<file path="src/hw/rtl/idsc_pkg.sv">
// ----------------------------------------------------------------------------
// idsc_pkg
// Shared constants, types and the Gaussian weight function of the image
// block downscaler.
// ----------------------------------------------------------------------------
package idsc_pkg;

   localparam int MAX_WIDTH       = 4096;
   localparam int MAX_OUT_COLUMNS = 2048;
   localparam int SUM_BITS        = 20;

   localparam int PIX_BITS     = 8;
   localparam int OUT_POS_BITS = 11;
   localparam int FACTOR_BITS  = 5;
   localparam int SIZE_BITS    = 13;
   localparam int LANES        = 3;

   localparam int POS_BITS = $clog2(MAX_WIDTH);
   localparam int OC_BITS  = $clog2(MAX_OUT_COLUMNS);

   localparam int FACTOR_MIN   = 2;
   localparam int FACTOR_MAX   = 16;
   localparam int FACTOR_RESET = 2;
   localparam int REM_BITS     = $clog2(FACTOR_MAX);
   localparam int GAUSS_DIV    = 16;
   localparam int SHIFT_BITS   = 2;

   // compare width that holds any position or size plus twice the factor
   localparam int CMP_BITS = ((POS_BITS > SIZE_BITS) ? POS_BITS : SIZE_BITS) + 2;

   // shared divider: dividend covers both a channel sum and a position
   localparam int DIV_BITS = (SUM_BITS > POS_BITS) ? SUM_BITS : POS_BITS;
   localparam int DVS_BITS = $clog2(FACTOR_MAX * FACTOR_MAX + 1);
   localparam int CNT_BITS = $clog2(DIV_BITS + 1);

   localparam int CSR_IDX_BITS  = 2;
   localparam int CSR_DATA_BITS = SIZE_BITS;

   localparam int REQ_DATA_BITS = 3 * PIX_BITS;
   localparam int RSP_DATA_BITS = ((3 * PIX_BITS + 2 * OUT_POS_BITS + 7) / 8) * 8;

   typedef enum logic [CSR_IDX_BITS-1:0] {
      REG_SCALE_FACTOR,
      REG_IMAGE_WIDTH,
      REG_IMAGE_HEIGHT,
      REG_COLOR_MODE
   } csr_index_type;

   // settled configuration: factor and sizes already clamped
   typedef struct packed {
      logic [FACTOR_BITS-1:0] factor;
      logic [SIZE_BITS-1:0]   width;
      logic [SIZE_BITS-1:0]   height;
      logic                   rgb;
   } cfg_type;

   typedef struct packed {
      logic accept;
      logic upd;
      logic fix_start;
      logic fix_load;
   } cmd_type;

   typedef struct packed {
      logic block_done;
      logic div_done;
   } sts_type;

   typedef struct packed {
      logic [PIX_BITS-1:0]     red;
      logic [PIX_BITS-1:0]     green;
      logic [PIX_BITS-1:0]     blue;
      logic [OUT_POS_BITS-1:0] column;
      logic [OUT_POS_BITS-1:0] row;
      logic                    row_end;
   } rsp_type;

   // 1-2-1 kernel as a left shift: weight 1, 2 or 4 by row and column mod 3
   function automatic logic [SHIFT_BITS-1:0] gauss_shift(input logic [1:0] row_m3,
                                                         input logic [1:0] col_m3);
      logic [SHIFT_BITS-1:0] s;
      s = '0;
      if (row_m3 == 2'd1) s = s + SHIFT_BITS'(1);
      if (col_m3 == 2'd1) s = s + SHIFT_BITS'(1);
      return s;
   endfunction

endpackage

</file>
<file path="src/hw/rtl/idsc_ctrl.sv">
// ----------------------------------------------------------------------------
// idsc_ctrl
// Sequencer: accept a pixel, update its accumulator, run the output division
// and hold the result until taken; realign after a factor change.
// ----------------------------------------------------------------------------
module idsc_ctrl (
   input  logic                 clock,
   input  logic                 reset,
   input  logic                 req_tvalid,
   output logic                 req_tready,
   output logic                 rsp_tvalid,
   input  logic                 rsp_tready,
   input  logic                 dirty,
   input  idsc_pkg::sts_type    sts,
   output idsc_pkg::cmd_type    cmd
);

   typedef enum logic [2:0] {
      ST_IDLE,
      ST_UPD,
      ST_DIV,
      ST_OUT,
      ST_FIX
   } state_type;

   state_type state_ff, state_in;
   logic      valid_ff, valid_in;

   assign req_tready = (state_ff == ST_IDLE) && !dirty;
   assign rsp_tvalid = valid_ff;

   always_comb begin
      state_in = state_ff;
      valid_in = valid_ff;
      cmd      = '0;
      case (state_ff)
         ST_IDLE: begin
            if (dirty) begin
               cmd.fix_start = 1'b1;
               state_in      = ST_FIX;
            end else if (req_tvalid) begin
               cmd.accept = 1'b1;
               state_in   = ST_UPD;
            end
         end
         ST_UPD: begin
            cmd.upd  = 1'b1;
            state_in = sts.block_done ? ST_DIV : ST_IDLE;
         end
         ST_DIV: begin
            if (sts.div_done) begin
               valid_in = 1'b1;
               state_in = ST_OUT;
            end
         end
         ST_OUT: begin
            if (rsp_tready) begin
               valid_in = 1'b0;
               state_in = ST_IDLE;
            end
         end
         ST_FIX: begin
            if (sts.div_done) begin
               cmd.fix_load = 1'b1;
               state_in     = ST_IDLE;
            end
         end
         default: begin
            valid_in = 1'b0;
            state_in = ST_IDLE;
         end
      endcase
   end

   always_ff @(posedge clock) begin
      if (reset) begin
         state_ff <= ST_IDLE;
         valid_ff <= 1'b0;
      end else begin
         state_ff <= state_in;
         valid_ff <= valid_in;
      end
   end

   a_accept_aligned: assert property (@(posedge clock) disable iff (reset)
      cmd.accept |-> !dirty)
      else $error("pixel taken before quotients were realigned");

   a_no_spurious_div: assert property (@(posedge clock) disable iff (reset)
      (state_ff == ST_UPD && !sts.block_done) |=> state_ff == ST_IDLE)
      else $error("division run for a pixel that ends no block");

endmodule

</file>
<file path="config.mk">
export PLATFORM = sky130hd
export DESIGN_NAME = idsc_ctrl
export DESIGN_NICKNAME = d
export VERILOG_FILES = /design/src/hw/rtl/idsc_pkg.sv /design/src/hw/rtl/idsc_ctrl.sv
export SDC_FILE = /design/constraint.sdc
export NUM_CORES = 1
export LEC_CHECK = 0
export BUFFER_PORTS_ARGS = -buffer_cell sky130_fd_sc_hd__buf_2
export CORE_AREA = 2 2 39 41
export CTS_CLUSTER_DIAMETER = 30
export CTS_CLUSTER_SIZE = 10
export DETAILED_ROUTE_END_ITERATION = 10
export DIE_AREA = 0 0 41 43
export PLACE_DENSITY = 0.48
export SLEW_MARGIN = 15
export SYNTH_ARGS = -nofsm -noshare
export SYNTH_HDL_FRONTEND = slang
export SYNTH_SLANG_ARGS = --single-unit
</file>
<file path="constraint.sdc">
create_clock -name clock -period 3.1 [get_ports clock]
set_clock_uncertainty 0.05 [all_clocks]
set_input_delay 0.62 -clock clock [delete_from_list [all_inputs] [get_ports clock]]
set_output_delay 0.62 -clock clock [all_outputs]
set_load 0.02 [all_outputs]
</file>
**Word-level counts from Yosys, hierarchy flattened**

Index checks and enable logic that the tools add are counted.

- Bits in registers: 4
- Bits of input ports: 7
- Output and inout bits: 6
- Logic and storage cells: 35

- Eq/ne operators: 8
- Mux-type cells: 18
- Bitwise gates (word level): 1
- Reduce and logical (&&, ||, !) cells: 6

Operators with widths:

| cell | count |
|---|---|
| $mux 3 | 5 |
| $pmux 3 s5 | 1 |
| $mux 1 | 10 |
| $eq 3x2->1 const B | 2 |
| $ne 2x2->1 const B | 3 |
| $reduce_and 4->1 | 1 |
| $eq 3x1->1 const B | 1 |
| $eq 3x3->1 const B | 1 |
| $logic_not 3->1 | 1 |
| $ne 3x3->1 const B | 1 |
| $pmux 1 s3 | 1 |
| $reduce_and 3->1 | 1 |
| $reduce_or 3->1 | 1 |
| $mux 2 | 1 |
| $logic_and 1x1->1 | 1 |
| $logic_not 1->1 | 1 |
| $not 1->1 | 1 |

**Depth between registers and ports, before layout**

- Depth after elaboration: 4
- Depth in mapped cells: 4
- Gate-level depth less buffers: 3

**Worst setup path before layout**

Ideal clock, no wire load.

- Path kind: input to output
- From: input port dirty
- To: output port cmd[3] in the netlist's numbering
- Data arrival time: 1.370 ns
- Path slack: 1.060 ns
- Stages: 2
- Buffers on the path: 0
- Cells stage by stage: nand2b_4 nor4_1

RTL lines:

| item | line | RTL |
|---|---|---|
| start: declaration | idsc_ctrl.sv:13 | `input logic dirty,` |
| end: declaration | idsc_ctrl.sv:15 | `output idsc_pkg::cmd_type cmd` |

==> metrics.md <==
| Metric | Value |
|---|---|
| Status | finished, final reports clean |
| Antenna violations before repair | 0 |
| Max-slew headroom | 0.6839 |
| DR WL/cell | 9.750 microns |
| PwrDens | between 400 and 500 nW/um^2 |
| Critical path peak fanout | 12 |
| Site Rows | 14 |
| Final period util | 0.6425 |
| Worst EP arrival | ~1.3 ns |
| Share of layout cells above drive strength 1 | 0.4091 |
| Flop pwr share | 0.398 |
| Routed wl met3 | 40 microns |
| Global-route wire length before repair | 848 microns |
| Worst-case hold slack | just under 0.5 ns |
| Post-Synthesis Cell Area | 267.8 sq um |
| CTS tree | done |
| Clock Latency Late Sink | 0.23 ns |
| Syn nets | 40 |
| IO Pins | 13 |
| Synthesized netlist cell count | 33 |
| Cell Int Power | 0.1167 mW |
| Kind of critical path | flip-flop to output port |
| Max VDD drop | 129.7 uV |
| Total track usage | 0.07530 |
| CP required | 2.43 ns |
| Area Overhead vs Synth | 29.91% |
| Clock network fraction of total power | 0.370 |
| First-pass detailed-route iteration total | 1 |
| Max-Cap Viols | 0 |
| Die area | between 1500 and 2000 sq um |
| Post-CTS Hold Fix Bufs | 0 |
| Final #Nets | 53 |
| Routed vias/inst | 4.533 |
| CP Capture Type | output port |
| Die W | 41 microns |
| Core Region | 1384 sq um |
| GP Congestion | approximately 0.64 |
| Final hold violations | 0 |
| Post CTS Setup Buffer Count | 0 |
| RSZ-0062 raised after global routing | no |
| Netlist cell types | 18 |
| CTS root buf | clkbuf_4 |
| Gate power share | 0.232 |
| DR top layer | met3 |
| Post-Route WL | between 500 and 600 microns |
| Syn Area/Cell | 8.114 sq um |
| Clock Path Buffers | 2 |
| DP HPWL | 429.9 microns |
| Startpoint Class | flip-flop |
| Yosys reg bits | 4 |
| Leakage power | roughly 0.14 nW |
| Ant. Diodes | 0 |
| Vias in the first global route | 241 |
| Psw | 0.05045 mW |
| Die height | 43 microns |
| IO Port Bufs | 12 |
| Setup TNS | 0 ns |
| 1st-iter DRT viols | 0 |
| Largest net degree at the start of global routing | 16 |
| Clock transition at path regs | 0.04 ns |
| Post-cts gate resize count | 0 |
| Total CTS buffers | 3 |
| H-tree levels | 1 |
| Sequential fraction of the synthesis area | 0.2991 |
| Initial Util | 0.1935 |
| Type of the worst min-delay path | flip-flop to flip-flop |
| Post-route met1 wirelength | 274 microns |
| Fin. max-slew vios | 0 |
| R2R Setup Slk | between 1.5 and 2 ns |
| Detail Route Antenna Nets | 0 |
| Final min period | between 1.5 and 2 ns |
| Design Power | ~0.17 mW |
| Worst-Margin Slew | 0.4734 ns |
| Sw Share | 0.3018 |
| Yosys warns | 0 |
| Setup-failing EPs final | 0 |
| Vias | 272 |
| Clock sinks | 4 |
| Fmax | 502.1 MHz |
| Grt total ovfl | 0 |
| DR DRC count | 0 |
| WL met2 | roughly 270 microns |
cell families (layout without fill, tap and decap cells):
kind of cell / after synthesis / after routing / synth area share
and+or+nand+nor: 13 / 13 / 0.3364
AOI/OAI and AO/OA: 11 / 11 / 0.2664
buffers and inverters: 5 / 16 / 0.09811
DFF: 4 / 4 / 0.2991
cell usage after synthesis:
master | n | share of area
a2111oi_2 | 1 | 0.056
a21oi_1 | 5 | 0.093
a31oi_1 | 1 | 0.023
and3b_1 | 1 | 0.033
buf_2 | 3 | 0.056
buf_4 | 1 | 0.028
dfxtp_1 | 4 | 0.30
inv_1 | 1 | 0.014
nand2_1 | 2 | 0.028
nand2b_1 | 1 | 0.023
nand2b_4 | 1 | 0.051
nand3_1 | 1 | 0.019
nor3_1 | 3 | 0.056
nor4_1 | 3 | 0.070
nor4b_2 | 1 | 0.056
o211ai_1 | 1 | 0.028
o21a_1 | 1 | 0.028
o21ai_1 | 2 | 0.037
per-layer routing:
layer | global-route usage | vias to the layer above
met5 | 0 | -
met4 | 0.1000 | 0
met3 | 0.01571 | 0
met2 | 0.1063 | 8
met1 | 0.07395 | 118
li1 | - | 146
metrics by stage:
step / utilization / setup WS (ns) / instances / instance area, sq um
floorplan: - / 1.060 / 33 / 267.8
global placement: 0.2351 / 1.194 / 57 / 325.3
detailed placement: 0.2351 / 1.208 / 57 / 325.3
CTS: 0.2514 / 1.090 / 60 / 347.8
global route: 0.2514 / 0.9922 / 60 / 347.8
finish: 0.2514 / 1.108 / 60 / 347.8
flip-flops by register name (all words and copies together) (netlist names):
register and cells:
state_ff 3, rsp_tvalid 1
final cells by class:
type	count	area [sq um]
Inverter	1	3.754
Fill cell	173	1036
Multi-Input combinational cell	24	161.4
Sequential cell	4	80.08
Clock buffer	3	22.52
Timing Repair Buffer	12	60.06
Tap cell	16	20.02
worst max-delay path, cell delays in order, from the launching register on:
cell and delay (ns):
dfxtp_1 0.56, inv_1 0.14, nor3_1 0.20, buf_2 0.19
path summary, 6_finish.rpt:
path,startpoint,endpoint,depth (start not counted)
worst max-delay path,state_ff[0],cmd[2],3
worst min-delay path,rsp_tvalid,rsp_tvalid,2
worst max register to register,state_ff[1],state_ff[0],3
worst min register to register,rsp_tvalid,rsp_tvalid,2
cell usage in the layout, fill, tap and decap left out, types with 2 or more instances in the layout:
master    instances
buf_2            12
a21oi_1           5
nor4_1            3
dfxtp_1           4
clkbuf_4          3
nor3_1            3
nand2_1           2
o21ai_1           2
power by group through the flow:
stage / Sequential (mW) / Combinational [mW] / Clock [mW]
2_1_floorplan: 0.0596 / 0.0354 / 0
3_3_place_gp: 0.0672 / 0.0391 / 0
3_5_place_dp: 0.0671 / 0.0391 / 0
4_1_cts: 0.0663 / 0.0393 / 0.0670
5_1_grt: 0.0677 / 0.0431 / 0.0717
6_report: 0.0666 / 0.0387 / 0.0618
(Power assumes the default switching activity.)
