[src/hw/rtl/idsc_pkg.sv]
// ----------------------------------------------------------------------------
// idsc_pkg
// Shared constants, types and the Gaussian weight function of the image
// block downscaler.
// ----------------------------------------------------------------------------
package idsc_pkg;

   localparam int MAX_WIDTH       = 4096;
   localparam int MAX_OUT_COLUMNS = 2048;
   localparam int SUM_BITS        = 20;

   localparam int PIX_BITS     = 8;
   localparam int OUT_POS_BITS = 11;
   localparam int FACTOR_BITS  = 5;
   localparam int SIZE_BITS    = 13;
   localparam int LANES        = 3;

   localparam int POS_BITS = $clog2(MAX_WIDTH);
   localparam int OC_BITS  = $clog2(MAX_OUT_COLUMNS);

   localparam int FACTOR_MIN   = 2;
   localparam int FACTOR_MAX   = 16;
   localparam int FACTOR_RESET = 2;
   localparam int REM_BITS     = $clog2(FACTOR_MAX);
   localparam int GAUSS_DIV    = 16;
   localparam int SHIFT_BITS   = 2;

   // compare width that holds any position or size plus twice the factor
   localparam int CMP_BITS = ((POS_BITS > SIZE_BITS) ? POS_BITS : SIZE_BITS) + 2;

   // shared divider: dividend covers both a channel sum and a position
   localparam int DIV_BITS = (SUM_BITS > POS_BITS) ? SUM_BITS : POS_BITS;
   localparam int DVS_BITS = $clog2(FACTOR_MAX * FACTOR_MAX + 1);
   localparam int CNT_BITS = $clog2(DIV_BITS + 1);

   localparam int CSR_IDX_BITS  = 2;
   localparam int CSR_DATA_BITS = SIZE_BITS;

   localparam int REQ_DATA_BITS = 3 * PIX_BITS;
   localparam int RSP_DATA_BITS = ((3 * PIX_BITS + 2 * OUT_POS_BITS + 7) / 8) * 8;

   typedef enum logic [CSR_IDX_BITS-1:0] {
      REG_SCALE_FACTOR,
      REG_IMAGE_WIDTH,
      REG_IMAGE_HEIGHT,
      REG_COLOR_MODE
   } csr_index_type;

   // settled configuration: factor and sizes already clamped
   typedef struct packed {
      logic [FACTOR_BITS-1:0] factor;
      logic [SIZE_BITS-1:0]   width;
      logic [SIZE_BITS-1:0]   height;
      logic                   rgb;
   } cfg_type;

   typedef struct packed {
      logic accept;
      logic upd;
      logic fix_start;
      logic fix_load;
   } cmd_type;

   typedef struct packed {
      logic block_done;
      logic div_done;
   } sts_type;

   typedef struct packed {
      logic [PIX_BITS-1:0]     red;
      logic [PIX_BITS-1:0]     green;
      logic [PIX_BITS-1:0]     blue;
      logic [OUT_POS_BITS-1:0] column;
      logic [OUT_POS_BITS-1:0] row;
      logic                    row_end;
   } rsp_type;

   // 1-2-1 kernel as a left shift: weight 1, 2 or 4 by row and column mod 3
   function automatic logic [SHIFT_BITS-1:0] gauss_shift(input logic [1:0] row_m3,
                                                         input logic [1:0] col_m3);
      logic [SHIFT_BITS-1:0] s;
      s = '0;
      if (row_m3 == 2'd1) s = s + SHIFT_BITS'(1);
      if (col_m3 == 2'd1) s = s + SHIFT_BITS'(1);
      return s;
   endfunction

endpackage

[src/hw/rtl/idsc_csr.sv]
// ----------------------------------------------------------------------------
// idsc_csr
// Configuration registers with clamping, and the flag that asks for the
// position quotients to be realigned after a factor change.
// ----------------------------------------------------------------------------
module idsc_csr (
   input  logic                                 clock,
   input  logic                                 reset,
   input  logic                                 csr_valid,
   output logic                                 csr_ready,
   input  logic [idsc_pkg::CSR_IDX_BITS-1:0]    csr_index,
   input  logic [idsc_pkg::CSR_DATA_BITS-1:0]   csr_wdata,
   input  logic                                 fix_start,
   output idsc_pkg::cfg_type                    cfg,
   output logic                                 dirty
);

   logic [idsc_pkg::FACTOR_BITS-1:0] factor_ff, factor_in;
   logic [idsc_pkg::SIZE_BITS-1:0]   width_ff, width_in;
   logic [idsc_pkg::SIZE_BITS-1:0]   height_ff, height_in;
   logic                             rgb_ff, rgb_in;
   logic                             dirty_ff, dirty_in;
   logic                             wr;

   assign csr_ready = 1'b1;
   assign wr        = csr_valid & csr_ready;

   always_comb begin
      factor_in = factor_ff;
      width_in  = width_ff;
      height_in = height_ff;
      rgb_in    = rgb_ff;
      dirty_in  = dirty_ff & ~fix_start;
      if (wr) begin
         case (idsc_pkg::csr_index_type'(csr_index))
            idsc_pkg::REG_SCALE_FACTOR: begin
               factor_in = csr_wdata[idsc_pkg::FACTOR_BITS-1:0];
               dirty_in  = 1'b1;
            end
            idsc_pkg::REG_IMAGE_WIDTH:  width_in  = csr_wdata;
            idsc_pkg::REG_IMAGE_HEIGHT: height_in = csr_wdata;
            idsc_pkg::REG_COLOR_MODE:   rgb_in    = csr_wdata[0];
            default: ;
         endcase
      end
   end

   always_ff @(posedge clock) begin
      if (reset) begin
         factor_ff <= idsc_pkg::FACTOR_BITS'(idsc_pkg::FACTOR_RESET);
         width_ff  <= idsc_pkg::SIZE_BITS'(idsc_pkg::MAX_WIDTH);
         height_ff <= idsc_pkg::SIZE_BITS'(idsc_pkg::MAX_WIDTH);
         rgb_ff    <= 1'b0;
         dirty_ff  <= 1'b0;
      end else begin
         factor_ff <= factor_in;
         width_ff  <= width_in;
         height_ff <= height_in;
         rgb_ff    <= rgb_in;
         dirty_ff  <= dirty_in;
      end
   end

   // clamp factor to its range, sizes to 1..MAX_WIDTH
   always_comb begin
      if (32'(factor_ff) < idsc_pkg::FACTOR_MIN)
         cfg.factor = idsc_pkg::FACTOR_BITS'(idsc_pkg::FACTOR_MIN);
      else if (32'(factor_ff) > idsc_pkg::FACTOR_MAX)
         cfg.factor = idsc_pkg::FACTOR_BITS'(idsc_pkg::FACTOR_MAX);
      else
         cfg.factor = factor_ff;

      if (width_ff == '0)
         cfg.width = idsc_pkg::SIZE_BITS'(1);
      else if (32'(width_ff) > idsc_pkg::MAX_WIDTH)
         cfg.width = idsc_pkg::SIZE_BITS'(idsc_pkg::MAX_WIDTH);
      else
         cfg.width = width_ff;

      if (height_ff == '0)
         cfg.height = idsc_pkg::SIZE_BITS'(1);
      else if (32'(height_ff) > idsc_pkg::MAX_WIDTH)
         cfg.height = idsc_pkg::SIZE_BITS'(idsc_pkg::MAX_WIDTH);
      else
         cfg.height = height_ff;

      cfg.rgb = rgb_ff;
   end

   assign dirty = dirty_ff;

endmodule

[config.mk]
export PLATFORM = sky130hd
export DESIGN_NAME = idsc_csr
export DESIGN_NICKNAME = d
export VERILOG_FILES = /design/src/hw/rtl/idsc_pkg.sv /design/src/hw/rtl/idsc_csr.sv
export SDC_FILE = /design/constraint.sdc
export NUM_CORES = 1
export LEC_CHECK = 0
export ABC_AREA = 1
export BUFFER_PORTS_ARGS = -buffer_cell sky130_fd_sc_hd__buf_2
export CORE_ASPECT_RATIO = 1.25
export CORE_UTILIZATION = 46
export DETAILED_ROUTE_END_ITERATION = 7
export GPL_ROUTABILITY_DRIVEN = 1
export PLACE_DENSITY = 0.82
export SETUP_SLACK_MARGIN = 0.02
export SLEW_MARGIN = 20
export SYNTH_ARGS = -nofsm -noshare
export SYNTH_HDL_FRONTEND = slang
export SYNTH_SLANG_ARGS = --single-unit
[constraint.sdc]
create_clock -name clock -period 1.9 [get_ports clock]
set_input_delay 0 -clock clock [delete_from_list [all_inputs] [get_ports clock]]
set_output_delay 0 -clock clock [all_outputs]
set_load 0.02 [all_outputs]
# After elaboration in Yosys (flattened, before gate mapping)
# Cells that the tools add are included.
[word_totals] register_bits=33 output_inout_bits=34 in_bits=19
[op_classes] bitwise_logic=2 reduce_logical=7 n_mux=8 n_lt_le_gt_ge=4 n_eq_ne=3
[ops] operator="$mux 13" n=4
[ops] operator="$gt 13x13->1 const B" n=2
[ops] operator="$logic_not 13->1" n=2
[ops] operator="$mux 5" n=2
[ops] operator="$reduce_and 2->1" n=4
[ops] operator="$gt 5x5->1 const B" n=1
[ops] operator="$lt 5x2->1 const B" n=1
[ops] operator="$eq 2x2->1 const B" n=2
[ops] operator="$eq 2x1->1 const B" n=1
[ops] operator="$logic_not 2->1" n=1
[ops] operator="$mux 1" n=2
[ops] operator="$and 1x1->1" n=1
[ops] operator="$not 1->1" n=1

# Logic depth before layout (Yosys ltp)
[logic_depth] ltp_word=4 mapped_depth=7

# Least setup slack after synthesis
# Ideal clock, no wire load.
[synth_path] path_type="register to output" from="register height_ff[11] (netlist bit)" to="output cfg[10] (netlist bit)" path_slack_ns=0.643 stages_incl_launch_ff=7 n_path_buf=1 t_required_ns=1.900 arrival_time_ns=1.257 cell_sequence="dfxtp_1 -> inv_1 -> nand2_1 -> nor3_1 -> nand2_1 -> buf_2 -> a21boi_0"
[synth_rtl] element="start: declaration" line="idsc_csr.sv:20" rtl="logic [idsc_pkg::SIZE_BITS-1:0] height_ff, height_in;"
[synth_rtl] element="start signal: assignment" line="idsc_csr.sv:52" rtl="height_ff <= idsc_pkg::SIZE_BITS'(idsc_pkg::MAX_WIDTH);"
[synth_rtl] element="start signal: assignment" line="idsc_csr.sv:58" rtl="height_ff <= height_in;"
[synth_rtl] element="end: declaration" line="idsc_csr.sv:14" rtl="output idsc_pkg::cfg_type cfg,"

==> reports/metrics.cfg <==
[route]
first_pass_iters = 4
wl_per_cell_um = 11.95
ant_nets = 0
vias = 1603
routed_wl_um = 3776
drc = 0
via_per_inst = 5.073
drt_iter0_markers = 31

[power]
p_total_mw = 1.401
p_per_area_mw_per_mm2 = 713.9
p_clk_share_pct = 27.0
power.switching_uw = 430.8
p_leak_nw = 0.9576
power_frac_comb_pct = 19.2
power.internal_uw = 969.9
ir_drop_mv = 0.5682
swShare_pct = 30.75
power_frac_seq_pct = 53.9

[run]
cap_viol_max_count = 0

[synthesis]
yosys-top-cells-area = dfxtp_1 (44%), a21oi_1 (10%), nor2_1 (10%)
synth_fp_nets = 237
avgSynthCellArea_um2 = 6.922
yosysTopAreaCellShare_pct = 43.78
ys_ff_latch = 33
syn_area_mm2 = 0.001509
yosysTopAreaCell = dfxtp_1
synth_cells = 218
ys_warn_count = 0
ys_seq_area_share_pct = 43.78
yosysUniqueCellTypes = 19

[clocking]
clock_latency_ps = 330
cts-root-buf = clkbuf_4
cts.clk_slew.worst_paths_ps = 90
cts_tree = built
clkSinkCount = 33
h-tree-depth = 2
ctsResizeCount = 0
clock_path_buffers = 2
numCtsBuffers = 5

[sta]
tightest_slew_ps = 707.2
hold_viol = 0
fin_crit_ps = 1578
drv_slew = 0
setup_viol = 0
rsz0062_at_grt = false
finalCritPeriodShare_pct = 83.04
relSlewSlack_pct = 52.80
tns_ps = 0
worst_hold_slack_ps = 138.0
setup_slack_ps = 322.2
fin_skew_ps = 0
fmax_ghz = 0.6338

[die]
fp.dieH_um = 66.04
die_x_um = 53.23
rows = 22
initial_utilization_pct = 49.83
num_io_pins = 53
dieArea_mm2 = 0.003515
core_area_mm2 = 0.003028

[setup_path]
worstPathRequired_ps = 1900
crit_type = flip-flop to output pin
cp.arrival_ps = 1580
ff2ff_path_depth = 3
endpoint_kind = output pin
reg2reg_to = rgb_ff
rr_startpoint = rgb_ff
path_max_fanout = 12
r2r_slack_ps = 800
crit_path_start_kind = flip-flop

[outcome]
outcome = finished clean

[finish]
layout_commonest_cell = buf_2
layout-drive-gt1-share_pct = 21.79
layout_common_cells = buf_2 (51), nor2_1 (41), dfxtp_1 (33), a21oi_1 (31), o21ai_0 (29)
fin_nets = 298
area_delta_synth_final_pct = 30.02
diodes = 0

[global_routing]
antenna_found_initial = 0
grt_max_degree = 32
grt_pass1_vias = 1420
grt_pass1_wl_um = 6182
grt_use_total_pct = 24.24
overflow = 0

[place]
dpl_worst_slack_ps = 687.4
numPortBuffers = 51
dpl.hpwl_um = 2417
routabilityCongestion = 0.7656

[min_path]
hp-class = input pin to flip-flop
hold_depth = 3
hold_path_startpoint = csr_index[0]
holdPathEnd = height_ff[12]

[synth_stat cells (all sizes together)]
| cell type | number |
|---|---|
| clkbuf | 8 |
| inv | 26 |
| nand4 | 1 |
| dfxtp | 33 |
| o211ai | 1 |
| conb | 1 |
| nand3 | 4 |
| nor3 | 3 |
| o21ai | 29 |
| a21boi | 9 |
| nor2 | 42 |
| a21oi | 31 |
| nand2 | 23 |
| buf | 7 |
[per-stage QoR]
stage | cell area, um^2 | instances | util (%)
after floorplan | 1509 | 218 | -
after global placement | 1730 | 290 | 57.15
after detailed placement | 1730 | 290 | 57.15
after CTS | 1962 | 316 | 64.79
after global routing | 1962 | 316 | 64.79
final | 1962 | 316 | 64.79
[metal layers]
layer / wire length [um] / share of wire [%] / global-route usage, %
met1: 1657 / 44 / 28.11
met3: 174 / 4.6 / 7.586
met5: 0 / 0 / 0
met4: 83 / 2.2 / 11.51
met2: 1860 / 49 / 39.38
[timing repair]
| action | in CTS | in global routing |
|---|---|---|
| endpoints found under the hold margin | 31 | 0 |
| hold buffers | 18 | 0 |
| setup buffers | 0 | 0 |
[worst max-delay path: stages (launching register included)]
cell	delay [ps]
dfxtp_1	320
inv_1	90
nand2_1	60
nor3_1	120
nand2_1	230
o21ai_0	230
buf_2	200
[power by group through the flow]
stage                     logic, mW  registers [mW]  clock network [mW]
after detailed placement      0.237           0.769                   0
final                         0.269           0.755               0.378
after global placement        0.233           0.768                   0
after CTS                     0.265           0.754               0.384
after floorplan               0.175           0.760                   0
after global routing          0.302           0.760               0.423
[worst max-delay path by stage]
stage / to / cells after the start / start / slack [ps]
6_report: cfg[1] / 6 / height_ff[11] / 320
4_1_cts: cfg[5] / 6 / height_ff[11] / 300
2_1_floorplan: cfg[10] / 6 / height_ff[11] / 640
5_1_grt: cfg[1] / 6 / height_ff[7] / 80
3_5_place_dp: cfg[1] / 6 / height_ff[8] / 690
3_3_place_gp: cfg[1] / 6 / height_ff[6] / 740
[kinds of logic (layout without fill, tap and decap cells)]
kind of cell / after synthesis / count (layout) / share of synthesized area, %
and+or+nand+nor: 73 / 73 / 19.40
AOI/OAI and AO/OA: 70 / 70 / 24.88
other: 1 / 1 / 0.2485
buffers and inverters: 41 / 103 / 11.69
DFF: 33 / 33 / 43.78
[final cells by class]
class | instances | area, um^2
Fill cell | 277 | 1066
Multi-Input combinational cell | 144 | 671.9
Sequential cell | 33 | 660.6
Timing Repair Buffer | 69 | 435.4
Inverter | 26 | 97.59
Tap cell | 36 | 45.04
Clock buffer | 6 | 41.29
Clock inverter | 2 | 10.01
[sequential cells by signal, summed over array words and instances (netlist names)]
name       cells
rgb_ff         1
width_ff      13
factor_ff      5
height_ff     13
dirty          1
No activity file was read; power rests on OpenSTA's default activity.
